===== config.mk =====
export PLATFORM = sky130hd
export DESIGN_NAME = vdi_queue
export DESIGN_NICKNAME = d
export VERILOG_FILES = /design/src/design/vdi_pkg.sv /design/src/design/vdi_queue.sv
export SDC_FILE = /design/constraint.sdc
export NUM_CORES = 1
export LEC_CHECK = 0
export BUFFER_PORTS_ARGS = -buffer_cell sky130_fd_sc_hd__clkbuf_2
export CORE_MARGIN = 2
export CORE_UTILIZATION = 40
export DETAILED_ROUTE_END_ITERATION = 8
export PLACE_DENSITY = 0.59
export SYNTH_ARGS = -nofsm -noshare
export SYNTH_HDL_FRONTEND = slang
export SYNTH_SLANG_ARGS = --single-unit

===== constraint.sdc =====
create_clock -name clk -period 3.8 [get_ports clk]
set_input_delay 0.95 -clock clk [delete_from_list [all_inputs] [get_ports clk]]
set_output_delay 0.95 -clock clk [all_outputs]
set_load 0.1 [all_outputs]

===== src/design/vdi_pkg.sv =====
// Shared types and constants for the vertex dedup indexer.
// No dependencies.
`default_nettype none

package vdi_pkg;

    localparam int COORD_W     = 32;
    localparam int POINT_W     = 3 * COORD_W;
    localparam int IDX_FIELD_W = 8;
    localparam int QUEUE_DEPTH = 4;
    localparam int QPTR_W      = 2;

    typedef struct packed {
        logic                      start;
        logic signed [COORD_W-1:0] z;
        logic signed [COORD_W-1:0] y;
        logic signed [COORD_W-1:0] x;
    } vdi_cmd_t;

endpackage

`default_nettype wire


===== src/design/vdi_queue.sv =====
// Short command queue between the input stage and the search engine.
// Depends on vdi_pkg.
`default_nettype none

module vdi_queue (
    input  wire logic              clk,
    input  wire logic              rst_n,
    input  wire logic              push_valid,
    output logic                   push_ready,
    input  wire vdi_pkg::vdi_cmd_t push_cmd,
    output logic                   pop_valid,
    input  wire logic              pop_ready,
    output vdi_pkg::vdi_cmd_t      pop_cmd
);

    vdi_pkg::vdi_cmd_t              entries_reg [vdi_pkg::QUEUE_DEPTH];
    logic [vdi_pkg::QPTR_W-1:0]     wr_ptr_reg;
    logic [vdi_pkg::QPTR_W-1:0]     rd_ptr_reg;
    logic [vdi_pkg::QPTR_W:0]       fill_reg;
    logic                           do_push;
    logic                           do_pop;

    assign push_ready = fill_reg != (vdi_pkg::QPTR_W+1)'(vdi_pkg::QUEUE_DEPTH);
    assign pop_valid  = fill_reg != '0;
    assign pop_cmd    = entries_reg[rd_ptr_reg];
    assign do_push    = push_valid && push_ready;
    assign do_pop     = pop_valid && pop_ready;

    always_ff @(posedge clk or negedge rst_n)
    begin
        if (!rst_n)
        begin
            wr_ptr_reg <= '0;
            rd_ptr_reg <= '0;
            fill_reg   <= '0;
        end
        else
        begin
            if (do_push)
            begin
                wr_ptr_reg <= wr_ptr_reg + 1'b1;
            end
            if (do_pop)
            begin
                rd_ptr_reg <= rd_ptr_reg + 1'b1;
            end
            if (do_push && !do_pop)
            begin
                fill_reg <= fill_reg + 1'b1;
            end
            else if (do_pop && !do_push)
            begin
                fill_reg <= fill_reg - 1'b1;
            end
        end
    end

    always_ff @(posedge clk)
    begin
        if (do_push)
        begin
            entries_reg[wr_ptr_reg] <= push_cmd;
        end
    end

endmodule

`default_nettype wire


==> flow_summary.ini <==
[place]
port-buffer-count = 199
placed_cells = 1198
post_dp_cell_area_mm2 = 0.0161
dp_hpwl_mm = 16.5
place.gp.congestion = 0.693

[die]
row_count = 69
floorplan.die.height_um = 194
design.core.area_mm2 = 0.0355
io-pin-count = 200
die-area_mm2 = 0.0375
floorplan.die.width_um = 194
floorplan.initialDensity_pct = 40.5

[clocking]
tritoncts_num_sinks = 395
clk_pin_slew_worst_paths_ns = 0.06
cts_htree_levels = 2
tritoncts_buffer_count = 42
postCtsSetupBuffers = 0
cts_buffer_depth = 3
post_cts_hold_buffer_count = 0
cts_tree = yes
post_cts_repair_resize_count = 0
clk_latency_ns = 0.52
cts-root-buf = sky130_fd_sc_hd__clkbuf_16

[synthesis]
commonest_cells_post_synth = 388 x sky130_fd_sc_hd__edfxtp_1, 97 x sky130_fd_sc_hd__mux4_2, 12 x sky130_fd_sc_hd__buf_2
synth_top_flop_cell = sky130_fd_sc_hd__edfxtp_1
yosys_warnings = 0
synth.largest_area_cell = sky130_fd_sc_hd__edfxtp_1
area_contributors_post_synth = sky130_fd_sc_hd__edfxtp_1 81%, sky130_fd_sc_hd__mux4_2 15%, sky130_fd_sc_hd__dfrtp_1 1.2%
syn-mean-instance-area_um2 = 26.5
ffs_latches_synth = 395
synth.net_count = 649
sequential_share_of_the_synthesized_area_pct = 82.3
synth_edf_count = 388
netlist_area_mm2 = 0.0144
postSynth.asyncResetShare_pct = 1.77
postSynthCellCount = 542
synth.most_common_cell = sky130_fd_sc_hd__edfxtp_1
synthDistinctLibCells = 20
synthDominantCellAreaShare_pct = 81.1

[cells_and_area]
multi_input_comb_area_mm2 = 0.00241
final-seq-area_mm2 = 0.0118
final_instance_count_without_filler_cells = 1271
areaGrowthSynthToFinish_pct = 21.0
max_reg_flops = 388
number_of_filler_instances_in_the_final_layout = 2834
ratio_of_cells_with_drive_above_1_in_the_final_layout_pct = 46.9
final_nets = 888
postLayoutCellArea_mm2 = 0.0174
insertedDiodeCount = 0

[min_path]
hold_path.class = input pin to async pin

[outcome]
outcome = completed

[drt]
detailedRoute.firstPassIterationCount = 5
drc = 0
route.final.wire_length_mm = 26.7
detail_route.vias_per_cell = 5.07
antenna_violating_nets_post_route = 0
wl_per_cell_um = 21.0
dr_total_vias = 6444
drt_iter0_markers = 365

[sta]
setup_total_negative_slack_ns = 0
slew_violations = 0
slew-limit-headroom_pct = 54.4
final_worst_path_period_share_pct = 94.4
timing.final.hold_violations = 0
fmax_mhz = 279
grt_setup_unrepaired = false
tightest_slew_ns = 0.683
timing.clock.skew_ns = 0.0108
setup-violations-final = 0
post-route-min-period_ns = 3.59

[global_route]
track_usage_pct = 14.6
pin_count_of_the_biggest_net_entering_global_routing = 99
met3_track_demand_over_resource_pct = 3.85
grt_pass1_vias = 7267
grt_first_pass_wirelength_mm = 42.2
grt_most_used_layer = met2
gr-usage-met2_pct = 25.7
grtUsageMet1_pct = 17.8
grt_antenna_before_repair = 1
grt-ovfl-total = 0

[setup_path]
timing.critical_path.arrival_ns = 2.64
timing.critical_path.from_type = flip-flop
worst_setup_ep_type = output pin
worst-path-max-fanout = 27
setup.worst_path.class = flip-flop to output pin
required_ns = 2.85

[run]
cap_violations = 0
[critical path, cell delays in order, from the launching register on]
cell                       delay (ns)
sky130_fd_sc_hd__dfrtp_4         0.86
sky130_fd_sc_hd__buf_12          0.28
sky130_fd_sc_hd__mux4_2          0.54
sky130_fd_sc_hd__clkbuf_2        0.39
[metrics by stage]
| step | worst slack [ns] | utilization, % | hold slack (ns) |
|---|---|---|---|
| floorplan | 0.899 | - | 0.493 |
| global placement | 0.731 | 45.4 | 0.511 |
| detailed placement | 0.680 | 45.4 | 0.523 |
| CTS | 0.101 | 49.0 | 0.228 |
| global route | 0.0670 | 49.0 | 0.242 |
| finish | 0.213 | 49.0 | 0.255 |
[routing by layer]
layer / up-vias / wire length [um]
met5: - / 13
met4: 2 / 579
met3: 49 / 1540
met2: 176 / 14000
met1: 3397 / 10500
li1: 2820 / -
[placed cells by master, fill, tap and decap left out, drive strengths merged, types with 2 or more instances in the layout]
cell type	count
edfxtp	388
clkbuf	256
mux4	97
buf	18
clkinv	10
dfrtp	7
ha	5
and2	4
xnor2	4
inv	4
clkinvlp	3
nor2	2
nand2	2
mux2	2
xor2	2
bufinv	2
[worst paths after layout]
check	slack, ns	cells after the start	start	endpoint
worst max register to register	1.67	8	fill_reg[1]	fill_reg[2]
worst min-delay path	0.25	1	rst_n	fill_reg[2]
max in group asynchronous	3.36	1	rst_n	rd_ptr_reg[0]
worst min register to register	0.53	1	fill_reg[2]	fill_reg[2]
min in group clk	0.53	1	fill_reg[2]	fill_reg[2]
worst max-delay path	0.21	3	rd_ptr_reg[0]	pop_cmd[34]
[kinds of logic (layout without fill, tap and decap cells)]
| kind of cell | count (synthesis) | in the layout | synth area share [%] |
|---|---|---|---|
| fa+ha+maj | 6 | 6 | 0.574 |
| buf+inv | 25 | 293 | 1.00 |
| mux | 99 | 99 | 15.4 |
| compound gates | 1 | 1 | 0.0783 |
| simple gates | 10 | 10 | 0.357 |
| xor+xnor | 6 | 6 | 0.366 |
| flops | 395 | 395 | 82.3 |
[final cells by class]
cell class | instances | area share [%]
flip-flops and latches | 395 | 68.0
clock inverters | 16 | 0.806
clock buffers | 57 | 6.60
multi-input cells | 122 | 13.9
repair buffers | 217 | 7.29
well taps | 461 | 3.32
inverters | 3 | 0.0647
Power is left out: the tool's default activity adds up to more than one toggle a clock period on the data nets, which glitch-free logic cannot reach.
