<file path="config.mk">
export PLATFORM = sky130hd
export DESIGN_NAME = vdi_front
export DESIGN_NICKNAME = d
export VERILOG_FILES = /design/src/design/vdi_pkg.sv /design/src/design/vdi_front.sv
export SDC_FILE = /design/constraint.sdc
export NUM_CORES = 1
export LEC_CHECK = 0
export ABC_AREA = 1
export BUFFER_PORTS_ARGS = -buffer_cell sky130_fd_sc_hd__buf_2
export CAP_MARGIN = 25
export CORE_UTILIZATION = 41
export CTS_CLUSTER_DIAMETER = 120
export DETAILED_ROUTE_END_ITERATION = 12
export PLACE_DENSITY_LB_ADDON = 0.05
export SETUP_SLACK_MARGIN = 0.1
export SYNTH_ARGS = -nofsm -noshare
export SYNTH_HDL_FRONTEND = slang
export SYNTH_SLANG_ARGS = --single-unit
</file>
<file path="constraint.sdc">
create_clock -name clk -period 6.9 [get_ports clk]
set_clock_uncertainty 0.15 [all_clocks]
set_input_delay 1.38 -clock clk [delete_from_list [all_inputs] [get_ports clk]]
set_output_delay 1.38 -clock clk [all_outputs]
set_load 0.03 [all_outputs]
</file>
<file path="src/design/vdi_pkg.sv">
// Shared types and constants for the vertex dedup indexer.
// No dependencies.
`default_nettype none

package vdi_pkg;

    localparam int COORD_W     = 32;
    localparam int POINT_W     = 3 * COORD_W;
    localparam int IDX_FIELD_W = 8;
    localparam int QUEUE_DEPTH = 4;
    localparam int QPTR_W      = 2;

    typedef struct packed {
        logic                      start;
        logic signed [COORD_W-1:0] z;
        logic signed [COORD_W-1:0] y;
        logic signed [COORD_W-1:0] x;
    } vdi_cmd_t;

endpackage

`default_nettype wire

</file>
<file path="src/design/vdi_front.sv">
// Input stage: registers the incoming word and turns it into a command.
// Depends on vdi_pkg.
`default_nettype none

module vdi_front (
    input  wire logic                          clk,
    input  wire logic                          rst_n,
    input  wire logic                          in_valid,
    output logic                               in_ready,
    input  wire logic [vdi_pkg::POINT_W-1:0]   in_data,
    input  wire logic                          in_start,
    output logic                               cmd_valid,
    input  wire logic                          cmd_ready,
    output vdi_pkg::vdi_cmd_t                  cmd
);

    logic              hold_vld_reg;
    logic              hold_vld_next;
    vdi_pkg::vdi_cmd_t hold_cmd_reg;
    vdi_pkg::vdi_cmd_t hold_cmd_next;
    logic              take;

    assign in_ready  = !hold_vld_reg || cmd_ready;
    assign take      = in_valid && in_ready;
    assign cmd_valid = hold_vld_reg;
    assign cmd       = hold_cmd_reg;

    always_comb
    begin
        hold_vld_next = hold_vld_reg;
        hold_cmd_next = hold_cmd_reg;
        if (hold_vld_reg && cmd_ready)
        begin
            hold_vld_next = 1'b0;
        end
        if (take)
        begin
            hold_vld_next     = 1'b1;
            hold_cmd_next.x     = in_data[vdi_pkg::COORD_W-1:0];
            hold_cmd_next.y     = in_data[2*vdi_pkg::COORD_W-1:vdi_pkg::COORD_W];
            hold_cmd_next.z     = in_data[3*vdi_pkg::COORD_W-1:2*vdi_pkg::COORD_W];
            hold_cmd_next.start = in_start;
        end
    end

    always_ff @(posedge clk or negedge rst_n)
    begin
        if (!rst_n)
        begin
            hold_vld_reg <= 1'b0;
        end
        else
        begin
            hold_vld_reg <= hold_vld_next;
        end
    end

    always_ff @(posedge clk)
    begin
        hold_cmd_reg <= hold_cmd_next;
    end

endmodule

`default_nettype wire

</file>
==> results of run 1 <==
-- sequential cells by signal, indices dropped and copies added (netlist names) --
signal	flops
cmd_valid	1
cmd	97
-- layout by cell type, fill, tap and decap left out --
cell type and instances:
sky130_fd_sc_hd__buf_2 199, sky130_fd_sc_hd__edfxtp_1 97, sky130_fd_sc_hd__clkbuf_8 9, sky130_fd_sc_hd__bufinv_16 3
sky130_fd_sc_hd__inv_1 2, sky130_fd_sc_hd__nand2_1 2, sky130_fd_sc_hd__clkinvlp_4 2, sky130_fd_sc_hd__a21oi_4 1
sky130_fd_sc_hd__dfrtp_1 1, sky130_fd_sc_hd__buf_16 1, sky130_fd_sc_hd__buf_4 1
-- synth_stat cells --
master | instances | share of area
sky130_fd_sc_hd__edfxtp_1 | 97 | 0.98
sky130_fd_sc_hd__a21oi_1 | 1 | 0.0017
sky130_fd_sc_hd__nand2_1 | 2 | 0.0025
sky130_fd_sc_hd__dfrtp_1 | 1 | 0.0085
sky130_fd_sc_hd__inv_1 | 2 | 0.0025
-- worst max-delay path, stage by stage --
cell and delay, ns:
sky130_fd_sc_hd__buf_2 0.09, sky130_fd_sc_hd__inv_1 0.09, sky130_fd_sc_hd__nand2_1 0.07, sky130_fd_sc_hd__buf_2 0.18
-- logic make-up (layout without fill, tap and decap cells) --
family | count (synthesis) | count (layout)
buffers and inverters | 2 | 217
flip-flops | 98 | 98
AO/OA/AOI/OAI | 1 | 1
AND/OR/NAND/NOR | 2 | 2
-- through the flow --
step | hold WS (ns) | std cells | instance area [um^2]
finish | 0.4287 | 414 | 4349
global route | 0.4635 | 414 | 4349
CTS | 0.4380 | 414 | 4349
detailed placement | 0.4205 | 400 | 4120
global placement | 0.4152 | 399 | 4093
floorplan | 0.7587 | 103 | 2962
-- power by group through the flow --
stage	registers, mW	clock network (mW)	logic (mW)
2_1_floorplan	0.783	0	0.0122
3_3_place_gp	0.714	0	0.138
3_5_place_dp	0.713	0	0.142
4_1_cts	0.700	0.425	0.141
5_1_grt	0.703	0.448	0.148
6_report	0.700	0.411	0.140
-- metal layers --
layer,vias to the layer above,track usage,wire length (um)
li1,832,-,-
met1,765,0.1639,2120
met2,125,0.2319,2730
met3,19,0.06351,645
met4,0,0.1106,214
met5,-,0,0
-- worst max path at each step --
stage | end | slack (ns) | cells after the start
floorplan | cmd[0]$_DFFE_PP_ | 2.05 | 2
global placement | in_ready | 3.56 | 4
detailed placement | in_ready | 3.55 | 4
CTS | in_ready | 3.55 | 4
global route | in_ready | 3.52 | 4
finish | in_ready | 3.55 | 4
-- cell type report --
type	instances	area, um^2	area share
tap	96	120.1	0.02762
timing repair buffer	201	1031	0.2371
clock inverter	5	105.1	0.02417
clock buffer	9	123.9	0.02848
inverter	2	7.507	0.001726
multi-input combinational	3	23.77	0.005466
sequential	98	2938	0.6755
==> results.txt, run 1 <==
----------------------------------------------------
[Yosys]
  Fraction of the yosys area taken by sequential cells ... 0.9932
  Simple logic cell fraction of the synthesized area ... 0.002538
  Syn Nets ... a little over 200
  Synthesized area ... between 2000 and 3000 um^2
  Number of warnings reported in the yosys synthesis log ... 0
  Compound-gate portion of the synthesized area ... 0.001692
  Area share of xor/xnor cells in the synthesized design ... 0
  Portion of netlist area occupied by mux cells ... 0
  Count of mapped cells out of synthesis ... between 100 and 150
  Mean Syn Cell Area ... roughly 29 um^2
  Post-synthesis share of cell area spent on full adders, half adders and majority gates ... 0
  Number of library cell types mapped by synthesis ... 5
  Flip-flop and latch count after synthesis ... 98
  Largest family of logic cells by synthesized area ... buffers and inverters

[STA]
  Post-route setup slack ... around 3.6 ns
  Fin crit share ... 0.4853
  Slew of the pin with the lowest slew margin ... just under 0.4 ns
  Max-slew violation count ... 0
  RSZ-0062 raised after global routing ... false
  Total negative setup slack ... 0 ns
  Highest clock frequency the design can meet ... around 300 MHz
  Final Setup Violations ... 0
  Final critical-path required period ... 3.349 ns
  Headroom to the max-slew limit ... 0.7414
  Count of final hold-check violations ... 0

[Pwr]
  Register share of total power ... 0.559
  Worst ir drop on vdd ... roughly 150 uV
  Part of the power in the clock network ... 0.329
  Leakage ... between 1.5 and 2 nW
  P per Cell Area ... about 290 nW/um^2
  Combinational cell fraction of total power ... 0.112
  Power Internal ... between 0.9 and 1 mW
  Switching share of power ... 0.2225
  Net load switching power ... between 0.2 and 0.3 mW
  Design Power ... 1.251 mW

[Clock tree]
  Number of setup buffers added after CTS ... 0
  H-tree depth ... 3
  Number of hold buffers added after cts ... 0
  TritonCTS buffer count ... 9
  Cell at the root of the clock tree ... sky130_fd_sc_hd__clkbuf_8
  Longest Clk Path Bufs ... 2
  CTS tree ... done
  Number of sinks driven by the clock tree ... 98
  Count of cells resized by post-cts repair ... 0
  Later-pin clock latency in the skew report ... about 0.34 ns
  Clock-pin slew reported for the worst setup and hold paths after clock tree synthesis ... approximately 0.080 ns

[Critical path]
  Kind of start point of the critical path ... input pin
  Reg2Reg Setup Slack ... ~5.1 ns
  Source of the worst register-to-register timing path ... cmd_valid$_DFFE_PN0P_
  Cell depth of the worst flop-to-flop path ... 3
  Capturing point of the worst reg2reg path ... cmd[6]$_DFFE_PP_
  Critical path launch point ... cmd_ready
  Arrival time of data at the critical path endpoint ... 1.82 ns
  CP Data Required Time ... around 5.4 ns
  Endpoint kind of the worst setup timing path ... primary output
  Highest net fanout along the worst path ... 2
  Critical Setup Path Class ... input pin to primary output

[Cells and area]
  Proportion of layout cells with a drive suffix above 1 ... 0.6792
  Diodes inserted ... 0
  Syn-to-layout area delta ... 47.04%
  Net count reported at finish ... 416
  Final core area utilization ... 0.6332
  Number of inserted filler cells in the final layout ... slightly above 500

[Global route]
  Number of global-route vias before repair ... 1,621
  Wire length of the first global-routing pass ... ~7800 um
  Total congestion overflow after global routing ... 0
  Total GRT Usage ... 0.1494
  Pin count of the biggest net entering global routing ... slightly below 80
  Antenna violations before repair ... 0

[Hold path]
  Worst Hold Class ... register to register
  Min-Delay Path Depth ... 2
  Worst hold path endpoint ... cmd_valid$_DFFE_PN0P_
  Start point of the worst hold path ... cmd_valid$_DFFE_PN0P_

[Die]
  Core ar. ... slightly below 7000 um^2
  Die outline area ... about 7600 um^2
  Die boundary height ... between 80 and 90 um
  Effective utilization at floorplan ... 0.4306
  Row count ... 30
  I/O pins ... 200
  DIE WIDTH ... 86.94 um

[Placed design]
  Sum of net half-perimeters after detailed placement ... approximately 4300 um
  Dpl ws ... 3.549 ns
  Number of buffers added on ports ... between 150 and 200
  Last weighted congestion value of the routability-driven placer ... ~0.73

[Detailed routing]
  Count of TritonRoute iterations in the first routing pass ... 4
  Number of DRC markers in iteration 0 ... 100
  Detailed-route via count ... ~1,700
  Routed wire length ... around 5700 um
  Final routed wire length divided by cell count ... between 10 and 15 um
  Number of antenna-violating nets in the routed design ... 0
  Routed vias/inst ... 4.205
  Detailed-route DRC error count ... 0

[Run]
  Number of maximum-capacitance violations ... 0

[Outcome]
  Run status ... finished clean

----------------------------------------------------
(Power assumes the default switching activity.)
==> run 2, diff against run 1 <==
ABC_AREA = 0   (was 1)
CORE_UTILIZATION = 37   (was 41)
clock period = 2.9 ns   (was 6.9 ns; I/O delays follow)
==> run 2 against run 1 <==
Utilization is 7.4 points lower. Critical endpoint unchanged. Synthesized area grew 0.30%. Routed wire length increased by 1.2%. Flip-flop and latch count stayed put. Via count grew 1.7%. Non-clock buffer count is 1 higher.
==> results.txt, run 2 <==
----------------------------------------------------
[Yosys]
  Mean Syn Cell Area ... 29.37 um^2
  Top area cells in the synthesized netlist ... sky130_fd_sc_hd__edfxtp_1, sky130_fd_sc_hd__dfrtp_1, sky130_fd_sc_hd__nand2b_4
  Share of the synthesized area in the top cell type ... 0.9819
  Flip-flop and latch count after synthesis ... about 100
  Synth area leader ... sky130_fd_sc_hd__edfxtp_1
  Syn Nets ... between 200 and 250
  Most common cell in the synthesized netlist ... sky130_fd_sc_hd__edfxtp_1
  Number of library cell types mapped by synthesis ... 5
  Count of mapped cells out of synthesis ... approximately 100
  Number of enable flip-flop cells after synthesis ... between 90 and 100
  Synthesized area ... slightly below 3000 um^2
  Most used standard cells in the synthesized netlist ... sky130_fd_sc_hd__edfxtp_1, sky130_fd_sc_hd__and2_4, sky130_fd_sc_hd__dfrtp_1, sky130_fd_sc_hd__nand2b_1, sky130_fd_sc_hd__nand2b_4
  Top flip-flop cell by instance count after synthesis ... sky130_fd_sc_hd__edfxtp_1
  Fraction of the yosys area taken by sequential cells ... 0.9903
  Number of warnings reported in the yosys synthesis log ... 0
  Async set or reset register ratio after synthesis ... 0.01020

[Die]
  DIE WIDTH ... around 92 um
  Effective utilization at floorplan ... 0.3839
  Die boundary height ... between 90 and 100 um
  Core ar. ... slightly below 8000 um^2
  Die outline area ... approximately 8400 um^2
  I/O pins ... 200
  Row count ... 32

[Detailed routing]
  Final routed wire length divided by cell count ... around 14 um
  Number of DRC markers in iteration 0 ... 74
  Count of TritonRoute iterations in the first routing pass ... 4
  Detailed-route via count ... between 1,500 and 2,000
  Routed vias/inst ... 4.204
  Detailed-route DRC error count ... 0
  Routed wire length ... 5781 um
  Number of antenna-violating nets in the routed design ... 0

[STA]
  Fin crit share ... 0.6088
  Final critical-path required period ... ~1.8 ns
  Final Setup Violations ... 0
  RSZ-0062 raised after global routing ... false
  Slew of the pin with the lowest slew margin ... between 0.4 and 0.5 ns
  Count of final hold-check violations ... 0
  Total negative setup slack ... 0 ns
  Max-slew violation count ... 0
  Highest clock frequency the design can meet ... about 570 MHz
  Headroom to the max-slew limit ... 0.7189

[Pwr]
  Worst ir drop on vdd ... 286.5 uV
  Combinational cell fraction of total power ... 0.117
  Switching share of power ... 0.2447
  P per Cell Area ... roughly 660 nW/um^2
  Register share of total power ... 0.585
  Power Internal ... between 2 and 2.5 mW
  Net load switching power ... 0.6956 mW
  Leakage ... ~1.8 nW
  Design Power ... 2.843 mW
  Part of the power in the clock network ... 0.298

[Clock tree]
  Longest Clk Path Bufs ... 2
  Clock-pin slew reported for the worst setup and hold paths after clock tree synthesis ... approximately 0.090 ns
  Number of sinks driven by the clock tree ... 98
  Later-pin clock latency in the skew report ... 0.34 ns
  CTS tree ... done
  H-tree depth ... 3
  Cell at the root of the clock tree ... sky130_fd_sc_hd__clkbuf_8
  TritonCTS buffer count ... 9

[Cells and area]
  Syn-to-layout area delta ... 45.68%
  Most frequent standard cell in the layout excluding fill and tap cells ... sky130_fd_sc_hd__buf_2
  Final instance count without filler cells ... between 400 and 500
  Final Cell Area ... between 4000 and 5000 um^2
  Final core area utilization ... 0.5593
  Number of inserted filler cells in the final layout ... ~650
  Diodes inserted ... 0
  Flip-flop count of the largest register, all copies and words added ... 97
  Net count reported at finish ... around 420
  Proportion of layout cells with a drive suffix above 1 ... 0.6834
  Commonest cells after routing, fill and taps aside ... sky130_fd_sc_hd__buf_2, sky130_fd_sc_hd__edfxtp_1, sky130_fd_sc_hd__clkbuf_8, sky130_fd_sc_hd__clkinvlp_4

[Global route]
  Total congestion overflow after global routing ... 0
  Total GRT Usage ... 0.1352
  Wire length of the first global-routing pass ... 8135 um
  Antenna violations before repair ... 0
  Pin count of the biggest net entering global routing ... about 60
  Number of global-route vias before repair ... 1,742

[Hold path]
  Worst Hold Class ... input pin to register

[Critical path]
  Endpoint kind of the worst setup timing path ... primary output
  Arrival time of data at the critical path endpoint ... approximately 1.0 ns
  CP Data Required Time ... ~2.2 ns
  Highest net fanout along the worst path ... 3
  Largest stage delay on the critical path ... between 0.4 and 0.5 ns
  Critical Setup Path Class ... register to primary output
  Combined buffer and inverter count along the critical path ... 1
  Kind of start point of the critical path ... register
  Crit path max-delay family ... flip-flops
  Ordered cell list for the critical path ... nand2b_4 -> buf_2
  Master of the slowest instance on the critical path ... sky130_fd_sc_hd__dfrtp_1

[Placed design]
  Last weighted congestion value of the routability-driven placer ... roughly 0.7
  Instance area after placement ... 4118 um^2
  Number of buffers added on ports ... between 150 and 200
  Number of placed instances, taps included ... 404

[Outcome]
  Run status ... finished clean

[Run]
  Number of maximum-capacitance violations ... 0

----------------------------------------------------
==> run 2: per-stage QoR <==
stage                     hold slack, ns  setup slack (ns)
after floorplan                   0.1344            0.8291
after global placement            0.2060             1.010
after detailed placement          0.2079             1.002
after CTS                         0.2259             1.109
after global routing              0.2280             1.087
final                             0.2490             1.135
==> run 2: kinds of logic (layout without fill, tap and decap cells) <==
| kind of cell | after synthesis | count (layout) | share of synthesized area |
|---|---|---|---|
| buffers and inverters | 0 | 218 | 0 |
| flip-flops | 98 | 98 | 0.9903 |
| AND/OR/NAND/NOR | 3 | 3 | 0.009701 |
==> run 2: power by group through the flow <==
| stage | Sequential (mW) | Clock [mW] | Combinational [mW] |
|---|---|---|---|
| 4_1_cts | 1.67 | 0.872 | 0.337 |
| 2_1_floorplan | 1.86 | 0 | 0.0304 |
| 5_1_grt | 1.67 | 0.928 | 0.350 |
| 3_5_place_dp | 1.70 | 0 | 0.336 |
| 6_report | 1.66 | 0.846 | 0.333 |
| 3_3_place_gp | 1.70 | 0 | 0.335 |
==> run 2: path summary, 6_finish.rpt <==
path / start / to / depth (start not counted) / slack, ns
worst max-delay path: cmd_valid$_DFFE_PN0P_ / in_ready / 2 / 1.13
worst min-delay path: in_data[11] / cmd[11]$_DFFE_PP_ / 1 / 0.25
worst max register to register: cmd_valid$_DFFE_PN0P_ / cmd[67]$_DFFE_PP_ / 3 / 1.30
worst min register to register: cmd_valid$_DFFE_PN0P_ / cmd_valid$_DFFE_PN0P_ / 2 / 0.42
max in group asynchronous: rst_n / cmd_valid$_DFFE_PN0P_ / 2 / 2.13
min in group asynchronous: rst_n / cmd_valid$_DFFE_PN0P_ / 2 / 0.39
==> run 2: timing repair <==
item / 4_1_cts / 5_1_grt
buffers inserted: 0 / 0
endpoints found under the hold margin: 1 / 0
gates resized for setup: 0 / 0
hold buffers: 1 / 0
==> run 2: worst reg2reg max path, cell delays in order (launching register included) <==
cell and delay (ns):
sky130_fd_sc_hd__dfrtp_1 0.42, sky130_fd_sc_hd__nand2b_4 0.09, sky130_fd_sc_hd__and2_4 0.19, sky130_fd_sc_hd__buf_4 0.39
==> run 2: area by class of cell <==
class,count,area [um^2],share of cell area
flip-flops and latches,98,2938,0.6798
repair buffers,202,1033,0.2391
well taps,102,127.6,0.02953
clock buffers,9,123.9,0.02866
clock inverters,7,70.07,0.01621
multi-input cells,3,28.78,0.006659
==> run 2: per-layer routing <==
layer	part of all wire	wire length [um]	global-route usage
met1	0.36	2072	0.1429
met2	0.51	2958	0.2268
met3	0.10	585	0.04774
met4	0.029	165	0.08995
met5	0	0	0
==> run 3, diff against run 2 <==
ABC_AREA = 1   (was 0)
clock period = 1.55 ns   (was 2.9 ns; I/O delays follow)
==> run 3 against run 2 <==
Routed wire length increased by 26%. Count of clock-buffer cells in the layout is 1 higher. Design area increased by 25%. Via count up 22%. Total power rose by 95%. Worst hold slack got worse by 0.20 ns. Critical path type unchanged.
==> results.txt, run 3 (synthesized netlist as in run 1, its figures left out) <==
----------------------------------------------------
[Cells and area]
  Diodes inserted ... 0
  Net count reported at finish ... ~520
  Final Cell Area ... around 5400 um^2
  Syn-to-layout area delta ... 83.21%
  Proportion of layout cells with a drive suffix above 1 ... 0.5282
  Most frequent standard cell in the layout excluding fill and tap cells ... sky130_fd_sc_hd__buf_2
  Commonest cells after routing, fill and taps aside ... sky130_fd_sc_hd__buf_2, sky130_fd_sc_hd__dlygate4sd3_1, sky130_fd_sc_hd__edfxtp_1, sky130_fd_sc_hd__clkbuf_8, sky130_fd_sc_hd__buf_12
  Flip-flop count of the largest register, all copies and words added ... between 90 and 100
  Final instance count without filler cells ... roughly 530

[Die]
  Core ar. ... slightly below 8000 um^2
  I/O pins ... 200
  DIE WIDTH ... approximately 90 um
  Row count ... 32
  Die boundary height ... about 91 um
  Effective utilization at floorplan ... 0.3828
  Die outline area ... ~8400 um^2

[STA]
  Final critical-path required period ... roughly 1.5 ns
  Total negative setup slack ... 0 ns
  Slew of the pin with the lowest slew margin ... roughly 0.18 ns
  Highest clock frequency the design can meet ... 685.8 MHz
  Headroom to the max-slew limit ... 0.8798
  Fin crit share ... 0.9407
  Max-slew violation count ... 0
  Final Setup Violations ... 0
  Count of final hold-check violations ... 0
  Worst Hold Slack ... between 0.05 and 0.06 ns
  RSZ-0062 raised after global routing ... true

[Pwr]
  Leakage ... 2.307 nW
  Design Power ... between 5 and 6 mW
  P per Cell Area ... 1021 nW/um^2
  Worst ir drop on vdd ... ~610 uV

[Critical path]
  Arrival time of data at the critical path endpoint ... 1.00 ns
  CP Data Required Time ... approximately 1.1 ns
  Critical path launch point ... cmd_valid$_DFFE_PN0P_
  Cell depth of the worst flop-to-flop path ... 3
  CP Depth ... 2
  Ordered cell list for the critical path ... nand2_2 -> buf_6
  Highest net fanout along the worst path ... 3
  Endpoint kind of the worst setup timing path ... primary output
  Combined buffer and inverter count along the critical path ... 1
  Critical Setup Path Class ... register to primary output
  Largest stage delay on the critical path ... approximately 0.44 ns
  Source of the worst register-to-register timing path ... cmd_valid$_DFFE_PN0P_
  Master of the slowest instance on the critical path ... sky130_fd_sc_hd__dfrtp_2
  Kind of start point of the critical path ... register
  Crit path max-delay family ... flip-flops

[Hold path]
  Min-Delay Path Depth ... 3
  Worst Hold Class ... input pin to register
  Start point of the worst hold path ... in_valid

[Clock tree]
  Clock-pin slew reported for the worst setup and hold paths after clock tree synthesis ... 0.08 ns
  Later-pin clock latency in the skew report ... approximately 0.33 ns
  Number of sinks driven by the clock tree ... 98
  Cell at the root of the clock tree ... sky130_fd_sc_hd__clkbuf_8
  TritonCTS buffer count ... 9
  Longest Clk Path Bufs ... 2
  H-tree depth ... 3
  CTS tree ... done

[Detailed routing]
  Detailed-route via count ... ~2,200
  Number of antenna-violating nets in the routed design ... 0
  Routed wire length ... between 7000 and 8000 um
  Routed vias/inst ... a little over 4
  Number of DRC markers in iteration 0 ... 55
  Detailed-route DRC error count ... 0
  Count of TritonRoute iterations in the first routing pass ... 4
  Final routed wire length divided by cell count ... between 10 and 15 um

[Global route]
  Total GRT Usage ... 0.1716
  Total congestion overflow after global routing ... 0
  Wire length of the first global-routing pass ... roughly 11,000 um
  Antenna violations before repair ... 0
  Pin count of the biggest net entering global routing ... 22
  Number of global-route vias before repair ... ~2,300

[Placed design]
  Last weighted congestion value of the routability-driven placer ... 0.6921
  Number of placed instances, taps included ... around 410
  Instance area after placement ... 4229 um^2
  Number of buffers added on ports ... roughly 200
  Sum of net half-perimeters after detailed placement ... around 4600 um

[Outcome]
  Run status ... finished clean

[Run]
  Number of maximum-capacitance violations ... 0

----------------------------------------------------
run 3: through the flow:
| stage | worst slack [ns] | util |
|---|---|---|
| floorplan | -1.182 | - |
| global placement | 0.1132 | 0.5473 |
| detailed placement | 0.09636 | 0.5473 |
| CTS | 0.08808 | 0.7003 |
| global route | 0.05074 | 0.7013 |
| finish | 0.09186 | 0.7013 |
run 3: cell type report:
type                    count  area [um^2]
fillers                   560         2308
repair buffers            307         2133
multi-input cells           3        26.28
clock buffers              10        127.6
inverters                   2        7.507
flip-flops and latches     98         2939
clock inverters             6        57.56
well taps                 102        127.6
run 3: power breakdown:
group          internal (mW)  switching (mW)
sequential              3.08          0.0342
clock                  0.734           0.808
combinational          0.392           0.482
total                   4.21            1.32
run 3: worst reg2reg max path, stage by stage, from the launching register on:
cell                      delay [ns]
sky130_fd_sc_hd__dfrtp_2        0.44
sky130_fd_sc_hd__a21oi_4        0.15
sky130_fd_sc_hd__buf_12         0.18
sky130_fd_sc_hd__buf_12         0.19
run 3: final timing paths:
check | end | slack [ns]
worst min-delay path | cmd_valid$_DFFE_PN0P_ | 0.05
worst max register to register | cmd[33]$_DFFE_PP_ | 0.15
worst min register to register | cmd_valid$_DFFE_PN0P_ | 0.64
min in group asynchronous | cmd_valid$_DFFE_PN0P_ | 0.15
max in group asynchronous | cmd_valid$_DFFE_PN0P_ | 1.01
worst max-delay path | in_ready | 0.09
run 3: layer usage:
metal	part of all wire	routed length (um)	vias up	track usage
met5	0	0	-	0
met4	0.023	166	0	0.08598
met3	0.088	641	14	0.05528
met2	0.52	3781	120	0.3089
met1	0.37	2722	986	0.1781
li1	-	-	1048	-
run 3: timing repair:
| action | CTS | global route |
|---|---|---|
| resized for setup | 3 | 0 |
| setup endpoints to repair | 1 | 2 |
| setup buffers | 1 | 1 |
| hold buffers | 98 | 0 |
| pin swaps | 1 | 0 |
| endpoints found under the hold margin | 98 | 0 |
| cloned | 0 | 0 |
